`src/rtl/upd_pkg.sv`:
```
// Shared types, character codes and helpers for the URL percent decoder.
// No dependencies; used by the interfaces, the top level and the checker.
`default_nettype none
package upd_pkg;

  localparam int BYTE_W    = 8;
  localparam int MAX_RES   = 3;
  localparam int CAND_N    = 5;
  localparam int CNT_W     = 2;

  localparam logic [BYTE_W-1:0] PLUS_CHAR  = 8'h2B;
  localparam logic [BYTE_W-1:0] PCT_CHAR   = 8'h25;
  localparam logic [BYTE_W-1:0] SPACE_CHAR = 8'h20;
  localparam logic [BYTE_W-1:0] DIG0_CHAR  = 8'h30;
  localparam logic [BYTE_W-1:0] DIG9_CHAR  = 8'h39;
  localparam logic [BYTE_W-1:0] UPA_CHAR   = 8'h41;
  localparam logic [BYTE_W-1:0] UPF_CHAR   = 8'h46;
  localparam logic [BYTE_W-1:0] LOA_CHAR   = 8'h61;
  localparam logic [BYTE_W-1:0] LOF_CHAR   = 8'h66;
  localparam logic [BYTE_W-1:0] LETTER_OFS = 8'd10;

  localparam logic [1:0] STG_IDLE  = 2'd0;
  localparam logic [1:0] STG_PCT   = 2'd1;
  localparam logic [1:0] STG_DIGIT = 2'd2;

  typedef struct packed {
    logic [BYTE_W-1:0] out_byte;
    logic              has_byte;
    logic              is_last;
  } res_t;

  typedef struct packed {
    logic       ok;
    logic [3:0] nib;
  } hex_t;

  function automatic hex_t hex_decode(input logic [BYTE_W-1:0] c);
    hex_t h;
    logic [BYTE_W-1:0] d;
    h = '0;
    d = '0;
    if (c >= DIG0_CHAR && c <= DIG9_CHAR) begin
      d = c - DIG0_CHAR;
      h.ok = 1'b1;
    end else if (c >= UPA_CHAR && c <= UPF_CHAR) begin
      d = c - UPA_CHAR + LETTER_OFS;
      h.ok = 1'b1;
    end else if (c >= LOA_CHAR && c <= LOF_CHAR) begin
      d = c - LOA_CHAR + LETTER_OFS;
      h.ok = 1'b1;
    end
    h.nib = d[3:0];
    return h;
  endfunction

endpackage
`default_nettype wire

```
`src/rtl/upd_ifs.sv`:
```
// Valid/ready channel interfaces for the URL percent decoder.
// Depends on upd_pkg for the byte width.
`default_nettype none
interface upd_in_if;
  import upd_pkg::*;
  logic              valid;
  logic              ready;
  logic [BYTE_W-1:0] text_byte;
  logic              end_of_text;

  modport source (output valid, text_byte, end_of_text, input ready);
  modport sink   (input valid, text_byte, end_of_text, output ready);
  modport mon    (input valid, ready, text_byte, end_of_text);
endinterface

interface upd_out_if;
  import upd_pkg::*;
  logic              valid;
  logic              ready;
  logic [BYTE_W-1:0] out_byte;
  logic              has_byte;
  logic              is_last;

  modport source (output valid, out_byte, has_byte, is_last, input ready);
  modport sink   (input valid, out_byte, has_byte, is_last, output ready);
  modport mon    (input valid, ready, out_byte, has_byte, is_last);
endinterface
`default_nettype wire

```
`src/rtl/url_percent_decoder_top.sv`:
```
// URL percent decoder: one encoded byte per input beat, decoded bytes out.
// Depends on upd_pkg and the channel interfaces in upd_ifs.sv.
// The block takes one input beat per cycle and puts out its results one beat at
// a time; an input beat is taken only while the three-entry result buffer is empty
// or drains its last entry in the same cycle, so a beat that yields two or three
// results holds the input until all but its last result beat have drained. '+'
// gives a space, "%hh" gives the byte, a broken escape is passed through
// literally, zero bytes are dropped, and an end-of-text beat that yields nothing
// gives one empty beat with is_last set. The first result is registered and
// appears in the cycle after its input beat is taken.
`default_nettype none
module url_percent_decoder_top (
  input  wire       clk,
  input  wire       rst_n,
  upd_in_if.sink    in_bus,
  upd_out_if.source out_bus
);
  import upd_pkg::*;

  logic [1:0]        stage_r, stage_nxt;
  logic [BYTE_W-1:0] held_r, held_nxt;
  res_t              buf_r [MAX_RES];
  res_t              res_nxt [MAX_RES];
  logic [CNT_W-1:0]  cnt_r, cnt_nxt;

  logic [BYTE_W-1:0] cand_byte [CAND_N];
  logic              cand_ok [CAND_N];
  logic [CNT_W-1:0]  n_new;
  logic              fresh;
  hex_t              hb, hh;
  logic [BYTE_W-1:0] b;
  logic              push, pop;

  assign b  = in_bus.text_byte;
  assign hb = hex_decode(b);
  assign hh = hex_decode(held_r);

  assign pop  = out_bus.valid && out_bus.ready;
  assign push = in_bus.valid && in_bus.ready;

  assign in_bus.ready     = (cnt_r == '0) || (cnt_r == CNT_W'(1) && out_bus.ready);
  assign out_bus.valid    = (cnt_r != '0);
  assign out_bus.out_byte = buf_r[0].out_byte;
  assign out_bus.has_byte = buf_r[0].has_byte;
  assign out_bus.is_last  = buf_r[0].is_last;

  // candidate slots: broken '%', broken held digit, fresh/decoded, flush '%', flush digit
  always_comb begin
    stage_nxt = STG_IDLE;
    fresh     = 1'b0;
    for (int i = 0; i < CAND_N; i++) begin
      cand_byte[i] = '0;
      cand_ok[i]   = 1'b0;
    end
    cand_byte[0] = PCT_CHAR;
    cand_byte[1] = held_r;
    cand_byte[3] = PCT_CHAR;

    unique case (stage_r)
      STG_PCT: begin
        if (hb.ok) begin
          stage_nxt = STG_DIGIT;
        end else begin
          cand_ok[0] = 1'b1;
          fresh      = 1'b1;
        end
      end
      STG_DIGIT: begin
        if (hb.ok && hh.ok) begin
          cand_byte[2] = {hh.nib, hb.nib};
          cand_ok[2]   = ({hh.nib, hb.nib} != '0);
        end else begin
          cand_ok[0] = 1'b1;
          cand_ok[1] = (held_r != '0);
          fresh      = 1'b1;
        end
      end
      default: begin
        fresh = 1'b1;
      end
    endcase

    if (fresh) begin
      if (b == PLUS_CHAR) begin
        cand_byte[2] = SPACE_CHAR;
        cand_ok[2]   = 1'b1;
      end else if (b == PCT_CHAR) begin
        stage_nxt = STG_PCT;
      end else begin
        cand_byte[2] = b;
        cand_ok[2]   = (b != '0);
      end
    end

    held_nxt = '0;
    if (stage_nxt == STG_DIGIT) begin
      held_nxt = b;
    end

    cand_byte[4] = held_nxt;
    if (in_bus.end_of_text) begin
      cand_ok[3] = (stage_nxt != STG_IDLE);
      cand_ok[4] = (stage_nxt == STG_DIGIT) && (held_nxt != '0);
      stage_nxt  = STG_IDLE;
      held_nxt   = '0;
    end
  end

  // compact the candidates into at most three result beats
  always_comb begin
    n_new = '0;
    for (int i = 0; i < MAX_RES; i++) begin
      res_nxt[i] = '0;
    end
    for (int i = 0; i < CAND_N; i++) begin
      if (cand_ok[i] && n_new != CNT_W'(MAX_RES)) begin
        res_nxt[n_new].out_byte = cand_byte[i];
        res_nxt[n_new].has_byte = 1'b1;
        n_new = n_new + CNT_W'(1);
      end
    end
    if (in_bus.end_of_text) begin
      if (n_new == '0) begin
        res_nxt[0].is_last = 1'b1;
        n_new = CNT_W'(1);
      end else begin
        for (int i = 0; i < MAX_RES; i++) begin
          if (CNT_W'(i) == CNT_W'(n_new - CNT_W'(1))) begin
            res_nxt[i].is_last = 1'b1;
          end
        end
      end
    end
  end

  always_comb begin
    cnt_nxt = cnt_r;
    if (push) begin
      cnt_nxt = n_new;
    end else if (pop) begin
      cnt_nxt = cnt_r - CNT_W'(1);
    end
  end

  always_ff @(posedge clk) begin
    if (!rst_n) begin
      stage_r <= STG_IDLE;
      held_r  <= '0;
      cnt_r   <= '0;
    end else begin
      cnt_r <= cnt_nxt;
      if (push) begin
        stage_r <= stage_nxt;
        held_r  <= held_nxt;
      end
    end
  end

  // load on accept, otherwise shift down on a drained beat
  always_ff @(posedge clk) begin
    if (push) begin
      for (int i = 0; i < MAX_RES; i++) begin
        buf_r[i] <= res_nxt[i];
      end
    end else if (pop) begin
      for (int i = 0; i < MAX_RES - 1; i++) begin
        buf_r[i] <= buf_r[i+1];
      end
    end
  end

endmodule
`default_nettype wire

```
`src/flat_wrapper.sv`:
```
// flat-port wrapper written by rule: the top's interface ports become plain ports
module url_percent_decoder_top_flat import upd_pkg::*;
  (clk, rst_n, in_bus_valid, in_bus_text_byte, in_bus_end_of_text, in_bus_ready, out_bus_valid, out_bus_out_byte, out_bus_has_byte, out_bus_is_last, out_bus_ready);
  upd_in_if in_bus_i ();
  upd_out_if out_bus_i ();
  input  wire clk;
  input  wire rst_n;
  input wire logic [$bits(in_bus_i.valid)-1:0] in_bus_valid;
  input wire logic [$bits(in_bus_i.text_byte)-1:0] in_bus_text_byte;
  input wire logic [$bits(in_bus_i.end_of_text)-1:0] in_bus_end_of_text;
  output wire logic [$bits(in_bus_i.ready)-1:0] in_bus_ready;
  output wire logic [$bits(out_bus_i.valid)-1:0] out_bus_valid;
  output wire logic [$bits(out_bus_i.out_byte)-1:0] out_bus_out_byte;
  output wire logic [$bits(out_bus_i.has_byte)-1:0] out_bus_has_byte;
  output wire logic [$bits(out_bus_i.is_last)-1:0] out_bus_is_last;
  input wire logic [$bits(out_bus_i.ready)-1:0] out_bus_ready;
  assign in_bus_i.valid = in_bus_valid;
  assign in_bus_i.text_byte = in_bus_text_byte;
  assign in_bus_i.end_of_text = in_bus_end_of_text;
  assign in_bus_ready = in_bus_i.ready;
  assign out_bus_valid = out_bus_i.valid;
  assign out_bus_out_byte = out_bus_i.out_byte;
  assign out_bus_has_byte = out_bus_i.has_byte;
  assign out_bus_is_last = out_bus_i.is_last;
  assign out_bus_i.ready = out_bus_ready;
  url_percent_decoder_top u_core (.clk(clk), .rst_n(rst_n), .in_bus(in_bus_i), .out_bus(out_bus_i));
endmodule
```
`config.mk`:
```
export PLATFORM = sky130hd
export DESIGN_NAME = url_percent_decoder_top_flat
export DESIGN_NICKNAME = d
export VERILOG_FILES = /design/src/rtl/upd_pkg.sv /design/src/rtl/upd_ifs.sv /design/src/rtl/url_percent_decoder_top.sv /design/src/flat_wrapper.sv
export SDC_FILE = /design/constraint.sdc
export NUM_CORES = 1
export LEC_CHECK = 0
export BUFFER_PORTS_ARGS = -buffer_cell sky130_fd_sc_hd__buf_2
export CORE_UTILIZATION = 55
export DETAILED_ROUTE_END_ITERATION = 10
export PLACE_DENSITY = 0.77
export SYNTH_ARGS = -nofsm -noshare
export SYNTH_HDL_FRONTEND = slang
export SYNTH_SLANG_ARGS = --single-unit
```
`constraint.sdc`:
```
create_clock -name clk -period 5.7 [get_ports clk]
set_clock_uncertainty 0.2 [all_clocks]
set_input_delay 0.57 -clock clk [delete_from_list [all_inputs] [get_ports clk]]
set_output_delay 0.57 -clock clk [all_outputs]
set_load 0.02 [all_outputs]
```
==> impl_metrics.tcl <==
set metrics [dict create \
    status "finished, final reports clean" \
    wl_um 9480 \
    via_per_inst 6.48 \
    synth_area_um2 3250 \
    post-route-min-period_ns 5.48 \
    io_buffers 24 \
    p_leak_nw 1.58 \
    path_clk_slew_ns 0.10 \
    antenna_cells 0 \
    grt_pass1_wl_um 14900 \
    final_common_cell "nand2_1" \
    die_w_um 78.9 \
    drive_gt1_share_pct 23.1 \
    gr-total-overflow 0 \
    fin_util_pct 67.6 \
    cp_top_family "compound AO/OA/AOI/OAI gates" \
    critPathKind "register to register" \
    ys.flop_type "edfxtp_1" \
    drv_cap 0 \
    cp_num_buf_inv 4 \
    max_slew_margin_pct 20.8 \
    cts-htree-levels 2 \
    crit_chain "or4b_1 > a21oi_2 > a21oi_4 > o21ai_4 > a21oi_2 > inv_1 > ha_1 > inv_1 > and3_1 > a32oi_2 > nand2_1 > ha_1 > nand2b_1 > a21oi_1 > buf_4 > xnor2_1 > ha_1 > nand2b_1 > a2111oi_4 > buf_4 > mux2i_2 > xnor2_2 > o311ai_1 > a31oi_1" \
    endpoint "u_core.cnt_r[0]$_SDFFE_PN0P_" \
    hold_class "register to register" \
    row_count 27 \
    drt-initial-drc-count 367 \
    final_antenna_net_count 0 \
    path_common_cell "ha_1" \
    setup.worst_path.end_class "register" \
    mostFrequentLayoutCells "nand2_1 (46), buf_4 (37), nor2_1 (33)" \
    track_usage_pct 31.5 \
    worst_pin_slew_ns 1.19 \
    synth_nets 408 \
    grt_max_degree 24 \
    numCtsBuffers 5 \
    crit_path_top_delay_cell "or4b_1" \
    areaGrowthSynthToFinish_pct 16.5 \
    die-area_um2 6220 \
    cp_num_cells 24 \
    startpoint_type "register" \
    critPathLaunch "u_core.held_r[4]$_SDFFE_PN0P_" \
    avgSynthCellArea_um2 8.77 \
    hold_viol_final 0 \
    arrival_ns 5.45 \
    critPathMaxStageDelay_ns 0.53 \
    antenna_found_initial 0 \
    drc 0 \
    ys_warn_count 0 \
    synth_edf_count 30 \
    clock-sinks 42 \
    rrSetupSlack_ns 0.22 \
    r2r_cells 24 \
    clk_latency_ns 0.30 \
    first_pass_iters 5 \
    postCtsHoldBufs 0 \
    ys_types 66 \
    place_congestion 0.987 \
    fmax_mhz 183 \
    final_nets 452 \
    die_h_um 78.9 \
    setup_viol 0 \
    reg2reg_from "u_core.held_r[4]$_SDFFE_PN0P_" \
    design.portCount 25 \
    coreArea_um2 5610 \
    initial_core_util_pct 58.0 \
    async_flop_share_pct 0 \
    grt_pass1_vias 2895 \
    r2r-end "u_core.cnt_r[0]$_SDFFE_PN0P_" \
    cts_root_buf "clkbuf_8" \
    timing.final.ws_setup_ns 0.222 \
    clk_path_buf_depth 2 \
    critPathMaxFanout 8 \
    num_vias 3164 \
    critical_path_required_ns 5.67 \
    report.final.slew_viol_count 0 \
    cts_tree "done" \
    min_period_over_period_pct 96.1 \
    wire_per_inst_um 19.4 \
    synth_seq_area_share_pct 35.1 \
    power_density_nw_per_um2 271 \
    peakVddDrop_v 0.000239 \
    netlist_instances 371 \
    synth_seq_cells 42 \
    place_ws_ns -0.129 \
    dp_hpwl_um 6770 \
]
worst register-to-register path, stage by stage (launching register included):
cell	delay [ns]
dfxtp_1	0.40
or4b_1	0.53
a21oi_2	0.28
a21oi_4	0.15
o21ai_4	0.19
a21oi_2	0.08
inv_1	0.10
ha_1	0.20
inv_1	0.07
and3_1	0.15
a32oi_2	0.22
nand2_1	0.14
ha_1	0.20
nand2b_1	0.18
a21oi_1	0.19
buf_4	0.19
xnor2_1	0.11
ha_1	0.20
nand2b_1	0.18
a2111oi_4	0.35
buf_4	0.20
mux2i_2	0.28
xnor2_2	0.13
o311ai_1	0.28
a31oi_1	0.12
how the worst min path moves through the flow:
| stage | from | to | slack (ns) | cells past startpoint |
|---|---|---|---|---|
| 2_1_floorplan | u_core.stage_r[0]$_SDFFE_PN0P_ | u_core.stage_r[0]$_SDFFE_PN0P_ | 0.25 | 2 |
| 3_3_place_gp | u_core.stage_r[0]$_SDFFE_PN0P_ | u_core.stage_r[0]$_SDFFE_PN0P_ | 0.26 | 2 |
| 3_5_place_dp | u_core.stage_r[0]$_SDFFE_PN0P_ | u_core.stage_r[0]$_SDFFE_PN0P_ | 0.27 | 2 |
| 4_1_cts | u_core.stage_r[0]$_SDFFE_PN0P_ | u_core.stage_r[0]$_SDFFE_PN0P_ | 0.28 | 2 |
| 5_1_grt | u_core.stage_r[0]$_SDFFE_PN0P_ | u_core.stage_r[0]$_SDFFE_PN0P_ | 0.31 | 2 |
| 6_report | u_core.stage_r[0]$_SDFFE_PN0P_ | u_core.stage_r[0]$_SDFFE_PN0P_ | 0.28 | 2 |
cell families (layout without fill, tap and decap cells):
| logic type | count (synthesis) | count (layout) | share of synthesized area [%] |
|---|---|---|---|
| DFF | 42 | 42 | 35.1 |
| and+or+nand+nor | 130 | 130 | 19.9 |
| buffers and inverters | 50 | 95 | 7.23 |
| adders and majority gates | 24 | 24 | 9.47 |
| xor gates and xnor gates | 5 | 5 | 1.35 |
| muxes | 9 | 9 | 2.89 |
| AOI/OAI and AO/OA | 111 | 111 | 24.1 |
per-stage QoR:
stage | power, mW | instances | setup TNS (ns) | instance area (um^2) | hold WS [ns]
finish | 1.03 | 488 | 0 | 3790 | 0.276
global route | 1.08 | 488 | -0.136 | 3790 | 0.309
CTS | 1.03 | 485 | 0 | 3700 | 0.282
detailed placement | 0.822 | 477 | -0.664 | 3600 | 0.269
global placement | 0.815 | 477 | 0 | 3600 | 0.264
floorplan | 0.731 | 371 | 0 | 3270 | 0.249
what timing repair did:
item,4_1_cts,5_1_grt
endpoints found under the setup margin,4,32
pin swaps,0,2
setup buffers,0,3
gates resized for setup,1,14
area by class of cell:
type	instances	area (um^2)
clock inverters	3	23.8
well taps	72	90.1
repair buffers	61	398
multi-input cells	279	1970
fillers	479	1820
flip-flops and latches	42	1140
inverters	26	97.6
clock buffers	5	68.8
cells in the mapped netlist (all sizes together) (3+ instances only):
cell | count | area (um^2)
and3 | 8 | 50.1
o31ai | 5 | 37.5
inv | 26 | 97.6
mux2i | 6 | 60.1
a22oi | 14 | 105
o211ai | 8 | 70.1
a31oi | 8 | 50.1
nand2 | 46 | 173
a221oi | 4 | 35.0
or3 | 3 | 18.8
dfxtp | 12 | 240
clkbuf | 12 | 45.0
and2 | 5 | 31.3
a32oi | 3 | 33.8
o22ai | 4 | 25.0
xnor2 | 3 | 26.3
edfxtp | 30 | 901
ha | 23 | 288
a21oi | 22 | 118
nand3 | 10 | 55.1
o21ai | 20 | 100
nor2 | 34 | 130
mux2 | 3 | 33.8
buf | 12 | 92.6
nand2b | 3 | 18.8
o21a | 3 | 22.5
nor3 | 6 | 46.3
a22o | 3 | 26.3
per-layer routing:
layer | global-route usage [%] | up-vias | routed length, um
met5 | 0 | - | 0
met4 | 13.6 | 0 | 331
met3 | 3.91 | 29 | 818
met2 | 51.0 | 208 | 4430
met1 | 42.2 | 1483 | 3900
li1 | - | 1444 | -
where the power goes:
group | switching (mW) | leakage (nW) | internal (mW)
Combinational | 0.246 | 1.15 | 0.0955
Sequential | 0.0243 | 0.394 | 0.453
Clock | 0.120 | 0.0408 | 0.0879
registers in the layout (all words and copies together) (netlist names):
name	count
u_core.stage_r	2
u_core.cnt_r	2
u_core.buf_r	30
u_core.held_r	8
Note: power is estimated with default switching activity, not from simulation.
